## src/rtl/ktidl_pkg.sv

```systemverilog
// ----------------------------------------------------------------------------
// Keyed table package
// Shared constants, codes, types and the key normalization function.
// ----------------------------------------------------------------------------
package ktidl_pkg;

	localparam int CAPACITY  = 64;
	localparam int KEY_BYTES = 8;
	localparam int KEY_W     = 64;
	localparam int VAL_W     = 32;
	localparam int CNT_W     = $clog2(CAPACITY + 1);

	localparam logic [1:0] FN_LOOKUP = 2'd0;
	localparam logic [1:0] FN_INSERT = 2'd1;
	localparam logic [1:0] FN_DELETE = 2'd2;
	localparam logic [1:0] FN_MEMBER = 2'd3;

	localparam logic [1:0] ST_OK      = 2'd0;
	localparam logic [1:0] ST_PRESENT = 2'd1;
	localparam logic [1:0] ST_MISSING = 2'd2;
	localparam logic [1:0] ST_FULL    = 2'd3;

	typedef struct packed {
		logic occ;
		logic shift;
		logic load;
	} cell_ctrl_t;

	// A key ends at its first zero byte or after KEY_BYTES bytes.
	function automatic logic [KEY_W-1:0] norm_key(input logic [KEY_W-1:0] k);
		logic [KEY_W-1:0] r;
		logic             alive;
		r     = '0;
		alive = 1'b1;
		for (int i = 0; i < KEY_BYTES; i++) begin
			if (k[8*i +: 8] == 8'd0) begin
				alive = 1'b0;
			end
			if (alive) begin
				r[8*i +: 8] = k[8*i +: 8];
			end
		end
		return r;
	endfunction

endpackage

```

## src/rtl/ktidl_cell.sv

```systemverilog
// ----------------------------------------------------------------------------
// Keyed table cell
// Holds one entry, compares it with the request key and takes the entry of
// its upper neighbor when a delete closes the gap.
// ----------------------------------------------------------------------------
module ktidl_cell (
	input  logic                          clk,
	input  ktidl_pkg::cell_ctrl_t         ctrl,
	input  logic [ktidl_pkg::KEY_W-1:0]   key,
	input  logic [ktidl_pkg::VAL_W-1:0]   value,
	input  logic [ktidl_pkg::KEY_W-1:0]   next_key,
	input  logic [ktidl_pkg::VAL_W-1:0]   next_value,
	output logic [ktidl_pkg::KEY_W-1:0]   cell_key,
	output logic [ktidl_pkg::VAL_W-1:0]   cell_value,
	output logic                          match
);

	logic [ktidl_pkg::KEY_W-1:0] key_q;
	logic [ktidl_pkg::VAL_W-1:0] value_q;

	always_ff @(posedge clk) begin
		if (ctrl.shift) begin
			key_q   <= next_key;
			value_q <= next_value;
		end else if (ctrl.load) begin
			key_q   <= key;
			value_q <= value;
		end
	end

	assign match      = ctrl.occ && (key_q == key);
	assign cell_key   = key_q;
	assign cell_value = value_q;

endmodule

```

## config.mk

```make
export PLATFORM = sky130hd
export DESIGN_NAME = ktidl_cell
export DESIGN_NICKNAME = d
export VERILOG_FILES = /design/src/rtl/ktidl_pkg.sv /design/src/rtl/ktidl_cell.sv
export SDC_FILE = /design/constraint.sdc
export NUM_CORES = 1
export LEC_CHECK = 0
export BUFFER_PORTS_ARGS = -buffer_cell sky130_fd_sc_hd__buf_4
export CAP_MARGIN = 40
export CELL_PAD_IN_SITES_DETAIL_PLACEMENT = 1
export CELL_PAD_IN_SITES_GLOBAL_PLACEMENT = 1
export CORE_MARGIN = 8
export CORE_UTILIZATION = 30
export CTS_CLUSTER_SIZE = 25
export DETAILED_ROUTE_END_ITERATION = 10
export GPL_ROUTABILITY_DRIVEN = 0
export GPL_TIMING_DRIVEN = 0
export PLACE_DENSITY_LB_ADDON = 0.1
export SLEW_MARGIN = 15
export SYNTH_ARGS = -nofsm -noshare
export SYNTH_HDL_FRONTEND = slang
export SYNTH_SLANG_ARGS = --single-unit
```

## constraint.sdc

```tcl
create_clock -name clk -period 3.3 [get_ports clk]
set_input_delay 0.495 -clock clk [delete_from_list [all_inputs] [get_ports clk]]
set_output_delay 0.495 -clock clk [all_outputs]
set_load 0.01 [all_outputs]
```

* Word level (Yosys, flattened, before mapping)
Index checks and enable logic that the tools add are counted.
W data, S select, Z words.
** Word-level totals
- Bits in registers :: 96
- Input port bits :: 196
- Output and inout bits :: 97
- Word-level logic and storage cells :: 9
** Operators by class
- Equal/unequal tests :: 1
- Multiplexer cells :: 4
- Reductions and logical operators :: 2
** Operators by type and width (count)
- $mux W64 :: 2
- $eq A64 B64 Y1 :: 1
- $mux W32 :: 2
- $reduce_bool A2 Y1 :: 1
- $logic_and A1 B1 Y1 :: 1

* Longest topological paths before layout
Gate-level depths: netlist of the first run.
- Word-level depth :: 2
- Gate-level depth with buffers :: 5
- Gate-level depth less buffers :: 5

* Worst setup path after synthesis of the first run
No wires, ideal clock.
- Kind :: input port to flip-flop
- Start point :: in ctrl[1] in the netlist's numbering
- End point :: reg key_q (netlist bit cell_key[0]), enable pin
- Setup time :: 461 ps
- Arrival time :: 2989 ps
- Data required time :: 2839 ps
- Setup slack :: -149 ps
- Stages :: 3
- Buffers on the path :: 2
- Cell sequence :: buf_2 > buf_2 > or2_1
** On the way
- Longest elaborated chain between the ends :: 1
** RTL lines
- start, declared :: RTL line ktidl_cell.sv:8 : input ktidl_pkg::cell_ctrl_t ctrl,
- $reduce_bool A2 Y1 (no line)
- end signal, assigned :: RTL line ktidl_cell.sv:23 : key_q <= next_key;
- end signal, assigned :: RTL line ktidl_cell.sv:26 : key_q <= key;
- end, declared :: RTL line ktidl_cell.sv:18 : logic [ktidl_pkg::KEY_W-1:0] key_q;
Every way passes these cells.
A chain may end at the register's enable or synchronous reset.

* Worst setup path in the final report of the first run
- Start point :: reg key_q (netlist bit cell_key[15])
- End point :: out match
** On the way
- Longest elaborated chain between the ends :: 2
** RTL lines
- $eq A64 B64 Y1 :: RTL line ktidl_cell.sv:31 : assign match = ctrl.occ && (key_q == key);
- $logic_and A1 B1 Y1 :: RTL line ktidl_cell.sv:31
- end, declared :: RTL line ktidl_cell.sv:15 : output logic match
Every way passes these cells.

==> results by group, run 1 <==
STA
  • Final Max Slew Viols: 0
  • Worst-Margin Slew: approximately 0.46 ns
  • Max Clk Rate: 0.385 GHz
  • Tmin final: about 2.6 ns
  • Max_slew headroom: between 60% and 70%
  • Accumulated negative setup slack: 0 ns
  • Fin. Hold Viols: 0
  • Hold slack: 0.433 ns
  • Period utilisation layout: 78.7%
  • Setup ws final: 0.702 ns
  • RSZ-0062 raised after global routing: no
  • Final setup fails: 0

Pwr
  • Pleak: roughly 3.2 nW
  • Combinational Power Share: 23.5%
  • IR drop worst, VDD: 0.215 mV
  • Net Sw Frac: 25.9%
  • PD cells: 441 mW/mm²
  • Clock network fraction of design power: 28.9%
  • NetSw: approximately 0.86 mW
  • Sequential Power Share: 47.7%
  • Pint: 2.46 mW

GRT
  • Gr usage total: between 10% and 20%
  • Initial antenna violation count: 0
  • Met2 usage: 31.7%
  • Largest net degree at the start of global routing: 39
  • M3 GR Usage: 8.79%
  • Met1 usage: 17.6%
  • Vias in the first global route: 4,483
  • Global-route wire length before repair: 26,300 µm
  • Busiest layer in global routing: met2
  • GR Overflow Total: 0

Logic synthesis
  • Cell count after synthesis: 327
  • Avg Inst Size Synth: ~15 µm²
  • Fraction of registers with async set/reset: 0%
  • Ys flop type: edfxtp_1
  • Sequential fraction of the synthesis area: approximately three fifths
  • Post-synth EDFFs: 96
  • Synth Net Count: 523
  • Post-Syn Area: roughly 0.0048 mm²
  • Synth Register Bits: 96
  • YS warnings: 0
  • Distinct cells, synth: 31

Place
  • IO buf count: 291
  • Placed cell areas: 0.00728 mm²
  • Post-Place Cells: 836
  • Setup WS pre-CTS: between 0.8 and 0.9 ns
  • HPWL after DPL: 15,100 µm

Cells and area
  • Layout cell share with drive strength beyond 1: around three fifths
  • Layout Cells excl Fill: 852
  • Layout area overhead: 57.6%
  • Diode count: 0
  • Post-route cell area: 0.00753 mm²
  • Commonest non-fill, non-tap cell in the layout: buf_4
  • Most frequent cells in the layout: 291 x buf_4, 96 x edfxtp_1, 58 x mux2_2
  • Layout Nets: between 800 and 900

Detailed routing
  • Final routed DRC violation total: 0
  • Vias: 3,909
  • Vias per cell: about 4.6
  • TritonRoute pass-1 iters: 4
  • WL per Instance: 21.4 µm
  • Total Wirelength: roughly 18,000 µm
  • Antenna-violating nets left: 0
  • Detailed Route Iter0 Violations: 135

Outcome
  • Status: completed

Clock network
  • Resized cells post-CTS: 0
  • # H-tree levels: 3
  • TritonCTS Buffers: 9
  • Setup repair bufs after CTS: 0
  • Root Driver: clkbuf_16
  • CTS Sinks: 96
  • Clock slew at reported path FFs: around 0.060 ns
  • Maximum clock path buffer count: 2
  • # hold bufs at CTS: 0
  • CTS tree: yes

Die
  • Std-Cell Core Area: 0.0157 mm²
  • Die Area: 0.0202 mm²
  • Die W: around 140 µm
  • Die extent in y: 142 µm
  • IO Pins: between 200 and 300
  • # rows: 46
  • Initial Util: 30.4%

Min path
  • Hold WC Path Type: input port to flip-flop
  • Hold path startpoint: value[7]

Critical path
  • Startpoint types: flip-flop
  • Max FO, Critical Path: 2
  • Setup crit end kind: output port
  • Crit. Startpoint: cell_key[15]
  • Worst EP arrival: 2.10 ns
  • Setup CP Type: flip-flop to output port
  • Worst Path Required: 2.80 ns

Job
  • Max-Cap Viols: 0
-- cell usage after synthesis (all sizes together) (4+ instances only) --
master  number  area share [%]
mux2        84              20
o22ai        6            0.79
nand2       12            0.94
xnor2       38             7.0
buf         11             1.2
xor2         5            0.92
o21ai       13             1.4
nand4       12             1.6
inv         21             1.6
nor4         4            0.79
edfxtp      96              60
a22oi        4            0.63
-- final cells by class --
cell class	instances	area, µm²
fill	1676	8180
sequential	96	2880
timing repair buffer	293	2220
multi-input combinational	198	1760
tap	216	270
clock buffer	11	233
inverter	21	78.8
buffer	12	58.8
clock inverter	5	23.8
-- power by group through the flow --
stage	clock [mW]	sequential (mW)	combinational, mW
global placement	0	1.60	0.779
floorplan	0	1.67	0.235
CTS	0.986	1.58	0.800
finish	0.958	1.58	0.780
global route	1.02	1.60	0.844
detailed placement	0	1.61	0.797
-- layer usage --
| metal | part of all wire, % | vias up |
|---|---|---|
| li1 | - | 1842 |
| met3 | 11 | 10 |
| met5 | 0 | - |
| met2 | 51 | 183 |
| met1 | 36 | 1874 |
| met4 | 1.1 | 0 |
-- through the flow --
stage / total power, mW / utilization, %
2_1_floorplan: 1.90 / -
3_3_place_gp: 2.38 / 46.1
3_5_place_dp: 2.41 / 46.3
4_1_cts: 3.37 / 48.0
5_1_grt: 3.46 / 48.0
6_report: 3.32 / 48.0
-- logic make-up (layout without fill, tap and decap cells) --
group	after synthesis	after routing	share of synthesized area (%)
xor gates and xnor gates	43	43	7.88
AOI/OAI and AO/OA	32	32	4.58
muxes	84	84	19.8
buffers and inverters	33	342	2.88
DFF	96	96	60.3
and+or+nand+nor	39	39	4.58
-- worst paths after layout --
kind | slack (ns) | to | depth (start not counted)
worst min-delay path | 0.43 | cell_value[7] | 2
worst max-delay path | 0.70 | match | 6
-- critical path: stages, from the launching register on --
cell and delay (ns):
edfxtp_1 0.41, xnor2_1 0.23, nand4_1 0.11, nor4_1 0.42, nand4_1 0.19, nor4_2 0.22, buf_4 0.17
-- sequential cells by signal, summed over array words and instances, names as in the netlist --
| register | count |
|---|---|
| cell_value | 32 |
| cell_key | 64 |
Note: power is estimated with default switching activity, not from simulation.
==> run 2, diff against run 1 <==
--- a/config.mk
+++ b/config.mk
@@ -10,7 +10,7 @@
 export CELL_PAD_IN_SITES_DETAIL_PLACEMENT = 1
 export CELL_PAD_IN_SITES_GLOBAL_PLACEMENT = 1
 export CORE_MARGIN = 8
-export CORE_UTILIZATION = 30
+export CORE_UTILIZATION = 33
 export CTS_CLUSTER_SIZE = 25
 export DETAILED_ROUTE_END_ITERATION = 10
 export GPL_ROUTABILITY_DRIVEN = 0
==> constraint.sdc (replaced) <==
create_clock -name clk -period 2.4 [get_ports clk]
set_input_delay 0.36 -clock clk [delete_from_list [all_inputs] [get_ports clk]]
set_output_delay 0.36 -clock clk [all_outputs]
set_load 0.01 [all_outputs]
==> results by group, run 2 (synthesis results as in run 1) <==
STA
  • Accumulated negative setup slack: 0 ns
  • Worst-Margin Slew: around 0.42 ns
  • Tmin final: about 2.3 ns
  • Setup ws final: 0.0775 ns
  • RSZ-0062 raised after global routing: yes
  • Fin. Hold Viols: 0
  • Final setup fails: 0
  • Final Max Slew Viols: 0
  • Max Clk Rate: 0.431 GHz
  • Period utilisation layout: 96.8%
  • Max_slew headroom: 72.0%
  • Hold slack: 0.295 ns

Critical path
  • Startpoint types: flip-flop
  • Worst EP arrival: 1.96 ns
  • Worst Path Required: between 2 and 2.5 ns
  • Setup CP Type: flip-flop to output port
  • Max FO, Critical Path: 2
  • Setup crit end kind: output port

Detailed routing
  • Total Wirelength: around 18,000 µm
  • Vias per cell: 4.80
  • TritonRoute pass-1 iters: 4
  • WL per Instance: 21.5 µm
  • Detailed Route Iter0 Violations: 135
  • Final routed DRC violation total: 0
  • Vias: 3,941
  • Antenna-violating nets left: 0

Clock network
  • Clock slew at reported path FFs: 0.07 ns
  • Maximum clock path buffer count: 2
  • # hold bufs at CTS: 0
  • TritonCTS Buffers: 9
  • Root Driver: clkbuf_16
  • CTS tree: yes
  • # H-tree levels: 3
  • CTS Sinks: 96

Die
  • Initial Util: between 30 and 40%
  • Std-Cell Core Area: 0.0144 mm²
  • IO Pins: 293
  • # rows: 44
  • Die extent in y: 136 µm
  • Die W: 136 µm
  • Die Area: 0.0186 mm²

Place
  • Placed cell areas: between 0.007 and 0.008 mm²
  • IO buf count: 291
  • Post-Place Cells: 804
  • Setup WS pre-CTS: roughly 0.16 ns
  • HPWL after DPL: 14,500 µm

Cells and area
  • Layout area overhead: 58.0%
  • Post-route core utilization: 52.6%
  • Diode count: 0
  • Layout Cells excl Fill: between 800 and 900
  • Commonest non-fill, non-tap cell in the layout: buf_4
  • Layout Nets: roughly 830
  • Max reg flops: 64
  • Most frequent cells in the layout: 292 x buf_4, 96 x edfxtp_1, 58 x mux2_2
  • Post-route cell area: 0.00755 mm²
  • Layout cell share with drive strength beyond 1: 60.6%

GRT
  • Largest net degree at the start of global routing: 39
  • Vias in the first global route: 4,554
  • GR Overflow Total: 0
  • Gr usage total: a little under a fifth
  • Global-route wire length before repair: 25,900 µm
  • Initial antenna violation count: 0

Pwr
  • IR drop worst, VDD: 0.269 mV
  • Total power: 4.66 mW
  • Pleak: 3.25 nW
  • PD cells: about 620 mW/mm²

Job
  • Max-Cap Viols: 0

Outcome
  • Status: completed

Min path
  • Hold WC Path Type: input port to flip-flop
## run 2: timing repair
item	4_1_cts	5_1_grt
resized for setup	2	2
endpoints found under the setup margin	1	1
pin swaps	0	3
buffers inserted	0	1
## run 2: where the power goes
group | switching (mW) | leakage, nW | internal (mW)
sequential | 0.107 | 0.979 | 2.07
combinational | 0.451 | 2.13 | 0.626
clock | 0.617 | 0.136 | 0.794
## run 2: cell type report
type | count | area [µm²]
timing repair buffer | 294 | 2230
clock buffer | 10 | 229
buffer | 12 | 58.8
multi-input combinational | 198 | 1790
sequential | 96 | 2880
tap | 184 | 230
fill | 1535 | 6820
clock inverter | 6 | 50.0
inverter | 21 | 78.8
## run 2: final timing paths
kind	cells past startpoint	endpoint	start	slack (ns)
setup / recovery	6	match	cell_key[36]	0.08
hold / removal	2	cell_value[14]	value[14]	0.30
## run 2: routing by layer
layer	GRT usage, %	routed length (µm)	vias to the layer above
li1	-	-	1845
met1	19.4	6220	1906
met2	33.8	9250	177
met3	8.13	1990	13
met4	5.67	229	0
met5	0	0	-
## run 2: critical path, cell delays in order (launching register included)
cell and delay (ns):
edfxtp_1 0.43, xnor2_2 0.17, nand4_1 0.17, nor4_4 0.32, nand4_1 0.17, nor4_2 0.19, buf_4 0.17
